**src/sv/lru_buffer_pool_slot_manager_core_assert.svh**
```systemverilog
// ---------------------------------------------------------------------------
// Assertion macros for the buffer pool slot manager
// ---------------------------------------------------------------------------
`ifndef LRU_BUFFER_POOL_SLOT_MANAGER_CORE_ASSERT_SVH
`define LRU_BUFFER_POOL_SLOT_MANAGER_CORE_ASSERT_SVH

// same-cycle implication
`define LRUB_ASSERT_NOW(label, clk, rst, ante, cons, msg) \
   label: assert property (@(posedge clk) disable iff (rst) (ante) |-> (cons)) \
      else $error(msg);

// next-cycle implication
`define LRUB_ASSERT_NEXT(label, clk, rst, ante, cons, msg) \
   label: assert property (@(posedge clk) disable iff (rst) (ante) |=> (cons)) \
      else $error(msg);

`endif

```
**src/sv/lrub_pkg.sv**
```systemverilog
// ---------------------------------------------------------------------------
// lrub_pkg
// Shared types and codes of the buffer pool slot manager.
// ---------------------------------------------------------------------------
`timescale 1ns / 1ps

package lrub_pkg;

   localparam int IDX_W   = 10;
   localparam int PAGE_W  = 32;
   localparam int STAMP_W = 32;

   localparam logic [1:0] MODE_ACCESS  = 2'd0;
   localparam logic [1:0] MODE_UNPIN   = 2'd1;
   localparam logic [1:0] MODE_RELEASE = 2'd2;
   localparam logic [1:0] MODE_NONE    = 2'd3;

   localparam logic [1:0] STATUS_OK         = 2'd0;
   localparam logic [1:0] STATUS_ALL_PINNED = 2'd1;
   localparam logic [1:0] STATUS_NOT_RES    = 2'd2;

   typedef enum logic [2:0] {
      UPD_NONE,
      UPD_HIT,
      UPD_FILL,
      UPD_UNPIN,
      UPD_RELEASE
   } upd_op_type;

   typedef struct packed {
      logic               active;
      logic [PAGE_W-1:0]  page;
      logic               found;
      logic [IDX_W-1:0]   found_idx;
      logic               free_ok;
      logic [IDX_W-1:0]   free_idx;
      logic               vic_ok;
      logic [IDX_W-1:0]   vic_idx;
      logic [STAMP_W-1:0] vic_stamp;
      logic [PAGE_W-1:0]  vic_page;
      logic               vic_dirty;
   } probe_type;

   typedef struct packed {
      upd_op_type         op;
      logic [IDX_W-1:0]   idx;
      logic [PAGE_W-1:0]  page;
      logic               pin;
      logic               wr;
      logic [STAMP_W-1:0] stamp;
   } upd_type;

   typedef struct packed {
      logic [5:0]        slot;
      logic              hit;
      logic              load_needed;
      logic              writeback_needed;
      logic [PAGE_W-1:0] victim_page;
      logic              evicted;
      logic [1:0]        status;
   } res_type;

   function automatic logic stamp_older(input logic [STAMP_W-1:0] a,
                                        input logic [STAMP_W-1:0] b);
      return {~a[STAMP_W-1], a[STAMP_W-2:0]} < {~b[STAMP_W-1], b[STAMP_W-2:0]};
   endfunction

endpackage

```
**src/sv/lrub_cell.sv**
```systemverilog
// ---------------------------------------------------------------------------
// lrub_cell
// One slot: holds its state, folds itself into the passing probe item.
// ---------------------------------------------------------------------------
`timescale 1ns / 1ps

module lrub_cell #(
   parameter int IDX = 0,
   parameter int PW  = 32
) (
   input  logic                clock,
   input  logic                reset,
   input  lrub_pkg::probe_type probe_in,
   output lrub_pkg::probe_type probe_out,
   input  lrub_pkg::upd_type   upd
);

   logic                         valid_ff, valid_in;
   logic                         pinned_ff, pinned_in;
   logic                         dirty_ff, dirty_in;
   logic [PW-1:0]                page_ff, page_in;
   logic [lrub_pkg::STAMP_W-1:0] stamp_ff, stamp_in;
   lrub_pkg::probe_type          probe_ff, probe_in_nx;
   logic                         sel;
   logic [lrub_pkg::IDX_W-1:0]   my_idx;

   assign my_idx = lrub_pkg::IDX_W'(IDX);
   assign sel    = (upd.idx == my_idx);

   always_comb begin
      probe_in_nx = probe_in;
      if (valid_ff && !probe_in.found && page_ff == probe_in.page[PW-1:0]) begin
         probe_in_nx.found     = 1'b1;
         probe_in_nx.found_idx = my_idx;
      end
      if (!valid_ff && !probe_in.free_ok) begin
         probe_in_nx.free_ok  = 1'b1;
         probe_in_nx.free_idx = my_idx;
      end
      if (valid_ff && !pinned_ff &&
          (!probe_in.vic_ok || lrub_pkg::stamp_older(stamp_ff, probe_in.vic_stamp))) begin
         probe_in_nx.vic_ok    = 1'b1;
         probe_in_nx.vic_idx   = my_idx;
         probe_in_nx.vic_stamp = stamp_ff;
         probe_in_nx.vic_page  = lrub_pkg::PAGE_W'(page_ff);
         probe_in_nx.vic_dirty = dirty_ff;
      end
   end

   always_comb begin
      valid_in  = valid_ff;
      pinned_in = pinned_ff;
      dirty_in  = dirty_ff;
      page_in   = page_ff;
      stamp_in  = stamp_ff;
      if (sel) begin
         unique case (upd.op)
            lrub_pkg::UPD_HIT: begin
               pinned_in = pinned_ff | upd.pin;
               dirty_in  = dirty_ff | upd.wr;
               stamp_in  = upd.stamp;
            end
            lrub_pkg::UPD_FILL: begin
               valid_in  = 1'b1;
               pinned_in = upd.pin;
               dirty_in  = upd.wr;
               page_in   = upd.page[PW-1:0];
               stamp_in  = upd.stamp;
            end
            lrub_pkg::UPD_UNPIN: begin
               pinned_in = 1'b0;
            end
            lrub_pkg::UPD_RELEASE: begin
               pinned_in = 1'b0;
               valid_in  = 1'b0;
               dirty_in  = 1'b0;
            end
            default: begin
            end
         endcase
      end
   end

   always_ff @(posedge clock) begin
      page_ff  <= page_in;
      stamp_ff <= stamp_in;
      if (reset) begin
         valid_ff  <= 1'b0;
         pinned_ff <= 1'b0;
         dirty_ff  <= 1'b0;
         probe_ff  <= '0;
      end else begin
         valid_ff  <= valid_in;
         pinned_ff <= pinned_in;
         dirty_ff  <= dirty_in;
         probe_ff  <= probe_in_nx;
      end
   end

   assign probe_out = probe_ff;

endmodule

```
**config.mk**
```make
export PLATFORM = sky130hd
export DESIGN_NAME = lrub_cell
export DESIGN_NICKNAME = d
export VERILOG_FILES = /design/src/sv/lru_buffer_pool_slot_manager_core_assert.svh /design/src/sv/lrub_pkg.sv /design/src/sv/lrub_cell.sv
export SDC_FILE = /design/constraint.sdc
export NUM_CORES = 1
export LEC_CHECK = 0
export ABC_AREA = 1
export BUFFER_PORTS_ARGS = -buffer_cell sky130_fd_sc_hd__buf_2
export CAP_MARGIN = 20
export CORE_ASPECT_RATIO = 0.5
export CORE_MARGIN = 2
export CORE_UTILIZATION = 48
export CTS_BUF_LIST = sky130_fd_sc_hd__clkbuf_16
export DETAILED_ROUTE_END_ITERATION = 12
export HOLD_SLACK_MARGIN = 0.08
export PLACE_DENSITY = 0.8
export SYNTH_ARGS = -nofsm -noshare
export SYNTH_HDL_FRONTEND = slang
export SYNTH_SLANG_ARGS = --single-unit
```
**constraint.sdc**
```tcl
create_clock -name clock -period 3.5 [get_ports clock]
set_input_delay 0.7 -clock clock [delete_from_list [all_inputs] [get_ports clock]]
set_output_delay 0.7 -clock clock [all_outputs]
set_load 0.05 [all_outputs]
```
==> impl_metrics.json <==
{
  "syn_area_per_cell_um2": 8.734,
  "htree_levels": 4,
  "fin_area_um2": 10480,
  "clkSinkCount": 198,
  "critPathMaxStageDelay_ns": 0.37,
  "core_um2": 16390,
  "worst_r2r_path_depth": 12,
  "crit_fanout": 46,
  "holdPathStages": 1,
  "clk_pin_slew_worst_paths_ns": 0.08,
  "vias_per_cell": 4.784,
  "tns_ns": 0,
  "finalHoldViolations": 0,
  "vias": 7142,
  "cts_setup_buffers": 0,
  "place_area_um2": 9935,
  "first_global_vias": 6756,
  "period_minus_slack_ns": 2.517,
  "hold_ws_ns": 0.4430,
  "arrival_ns": 2.83,
  "antenna_found_initial": 2,
  "status": "finished, final reports clean",
  "io_pins": 343,
  "drt_iter0_drc": 363,
  "ctsResizeCount": 0,
  "maxCapViolCount": 0,
  "slew_viol_final": 0,
  "regArea_um2": 4604,
  "powerDensity_nw_per_um2": 478.0,
  "die_x_um": 187.0,
  "rsz0062_at_grt": "no",
  "synth_ff_type": "dfxtp_1",
  "multi_input_area_um2": 2577,
  "p_leak_nw": 5.564,
  "crit_top_cell": "nand2_1",
  "cts_tree": "done",
  "ys_seq_area_frac": 0.5730,
  "tightest_slew_ns": 0.8774,
  "worstHoldPathType": "in2reg",
  "fin_crit_sh": 0.7193,
  "syn_inst": 920,
  "syn_area_um2": 8035,
  "drt_wl_total_mm": 21.95,
  "drt_pre_antenna_iters": 5,
  "switchingPower_mw": 1.422,
  "final_util": 0.6395,
  "drc": 0,
  "nNetsFinal": 1495,
  "fillers": 1393,
  "crit_slowest_cell": "nand2_4",
  "dp_worst_setup_slack_ns": 0.6399,
  "wire_per_inst_um": 14.70,
  "seq_power_share": 0.492,
  "grt_pass1_wl_mm": 32.89,
  "setup_viol": 0,
  "grt_overflow": 0,
  "chipHeight_um": 95.49,
  "antenna_left": 0,
  "area_growth_pct": 30.46,
  "drive_gt1_frac": 0.3067,
  "root_buffer": "clkbuf_16",
  "fin_worst_skew_ns": 0.01228,
  "p_sw_frac": 0.2838,
  "stdcell_count": 1493,
  "path_cells": "buf_2 -> inv_1 -> ha_1 -> a21oi_1 -> o21ai_0 -> nand2_1 -> nand3_1 -> a21oi_1 -> nand2_1 -> nand2_4 -> buf_12 -> nand3_1 -> nand2_1 -> nor2_1",
  "end_kind": "register",
  "pwr-share-comb": 0.142,
  "holdBufCountCts": 0,
  "ir_drop_mv": 0.3750,
  "yosys_warnings": 0,
  "synth_cell_types": 29,
  "track_usage": 0.2378,
  "timing.fmax_mhz": 397.2,
  "start_util": 0.4902,
  "grt_start_max_net_pins": 47,
  "critical_path_class": "in2reg",
  "numCtsBuffers": 17,
  "clk_path_buf_depth": 2,
  "place_hpwl_mm": 16.58,
  "ys_ff_latch": 198,
  "synth_edf_count": 64,
  "portBuffers": 342,
  "fin_ws_ns": 0.9825,
  "gp_congestion": 0.8738,
  "crit_required_ns": 3.81,
  "critPathLaunchType": "primary input",
  "async_flop_share": 0,
  "relSlewSlack": 0.4112,
  "place_inst": 1460,
  "intPower_mw": 3.589,
  "clockPowerShare": 0.365,
  "dieArea_um2": 17850,
  "synth_fp_nets": 1163,
  "clk_latency_ns": 0.43,
  "finalPower_mw": 5.011,
  "num_rows": 33
}
==> path summary, 6_finish.rpt <==
| path | from | end | slack [ns] |
|---|---|---|---|
| hold reg to reg | valid_ff | valid_ff | 0.51 |
| setup reg to reg | stamp_ff[17] | probe_out[4] | 1.00 |
| hold / removal | upd[16] | stamp_ff[16] | 0.44 |
| setup / recovery | probe_in[50] | probe_out[4] | 0.98 |
==> state kept, by name, indices dropped and copies added, names as in the netlist <==
signal and flops:
pinned_ff 1, page_ff 32, dirty_ff 1, probe_out 131, valid_ff 1, stamp_ff 32
==> critical path, delay by kind of cell <==
kind | cells | cell delay [ns]
compound gates | 3 | 0.50
fa+ha+maj | 1 | 0.30
buf+inv | 3 | 0.42
simple gates | 7 | 0.87
==> cell families (layout without fill, tap and decap cells) <==
logic type,after synthesis,after routing,synth area share
adder cells (fa/ha/maj),31,31,0.04827
other,0,1,0
AND/OR/NAND/NOR,351,351,0.1792
flip-flops,198,198,0.5730
buffers and inverters,214,559,0.1101
AO/OA/AOI/OAI,112,112,0.07412
XOR/XNOR,14,14,0.01526
==> routing by layer <==
layer	vias up	track usage	part of all wire
met5	-	0	0.00059
met4	2	0.09325	0.025
met3	47	0.04932	0.057
met2	272	0.4198	0.49
met1	3271	0.2911	0.42
li1	3550	-	-
==> Yosys cell counts, types with 2 or more instances <==
| cell | count | share of area |
|---|---|---|
| a21oi_1 | 86 | 0.054 |
| buf_1 | 6 | 0.0028 |
| buf_2 | 5 | 0.0031 |
| buf_6 | 10 | 0.014 |
| clkbuf_1 | 18 | 0.0084 |
| dfxtp_1 | 134 | 0.33 |
| edfxtp_1 | 64 | 0.24 |
| ha_1 | 31 | 0.048 |
| inv_1 | 174 | 0.081 |
| nand2_1 | 115 | 0.054 |
| nand2_2 | 2 | 0.0016 |
| nand3_1 | 70 | 0.044 |
| nand4_1 | 4 | 0.0031 |
| nor2_1 | 149 | 0.070 |
| nor3_1 | 7 | 0.0044 |
| nor4_1 | 3 | 0.0023 |
| o2111ai_1 | 2 | 0.0022 |
| o21a_1 | 3 | 0.0028 |
| o21ai_0 | 9 | 0.0056 |
| o22ai_1 | 7 | 0.0054 |
| xnor2_1 | 5 | 0.0054 |
| xor2_1 | 9 | 0.0098 |
==> power groups by stage <==
stage	combinational, mW	sequential [mW]	clock, mW
6_report	0.714	2.47	1.83
5_1_grt	0.766	2.47	1.96
4_1_cts	0.715	2.47	1.87
3_5_place_dp	0.712	2.52	0
3_3_place_gp	0.701	2.52	0
2_1_floorplan	0.181	2.80	0
==> final cells by class <==
| type | instances | area share |
|---|---|---|
| Antenna cell | 1 | 0.0002387 |
| Clock buffer | 17 | 0.04058 |
| Clock inverter | 15 | 0.01146 |
| Inverter | 175 | 0.06266 |
| Multi-Input combinational cell | 508 | 0.2459 |
| Sequential cell | 198 | 0.4392 |
| Tap cell | 227 | 0.02709 |
| Timing Repair Buffer | 352 | 0.1728 |
==> cells in the final DEF, fill, tap and decap left out, types with 8 or more instances in the layout <==
cell type,n
a21oi_1,85
buf_2,342
buf_4,8
clkbuf_16,17
dfxtp_1,134
edfxtp_1,64
ha_1,31
inv_1,175
nand2_1,115
nand3_1,70
nor2_1,147
o21ai_0,9
xor2_1,9
Note: power is estimated with default switching activity, not from simulation.
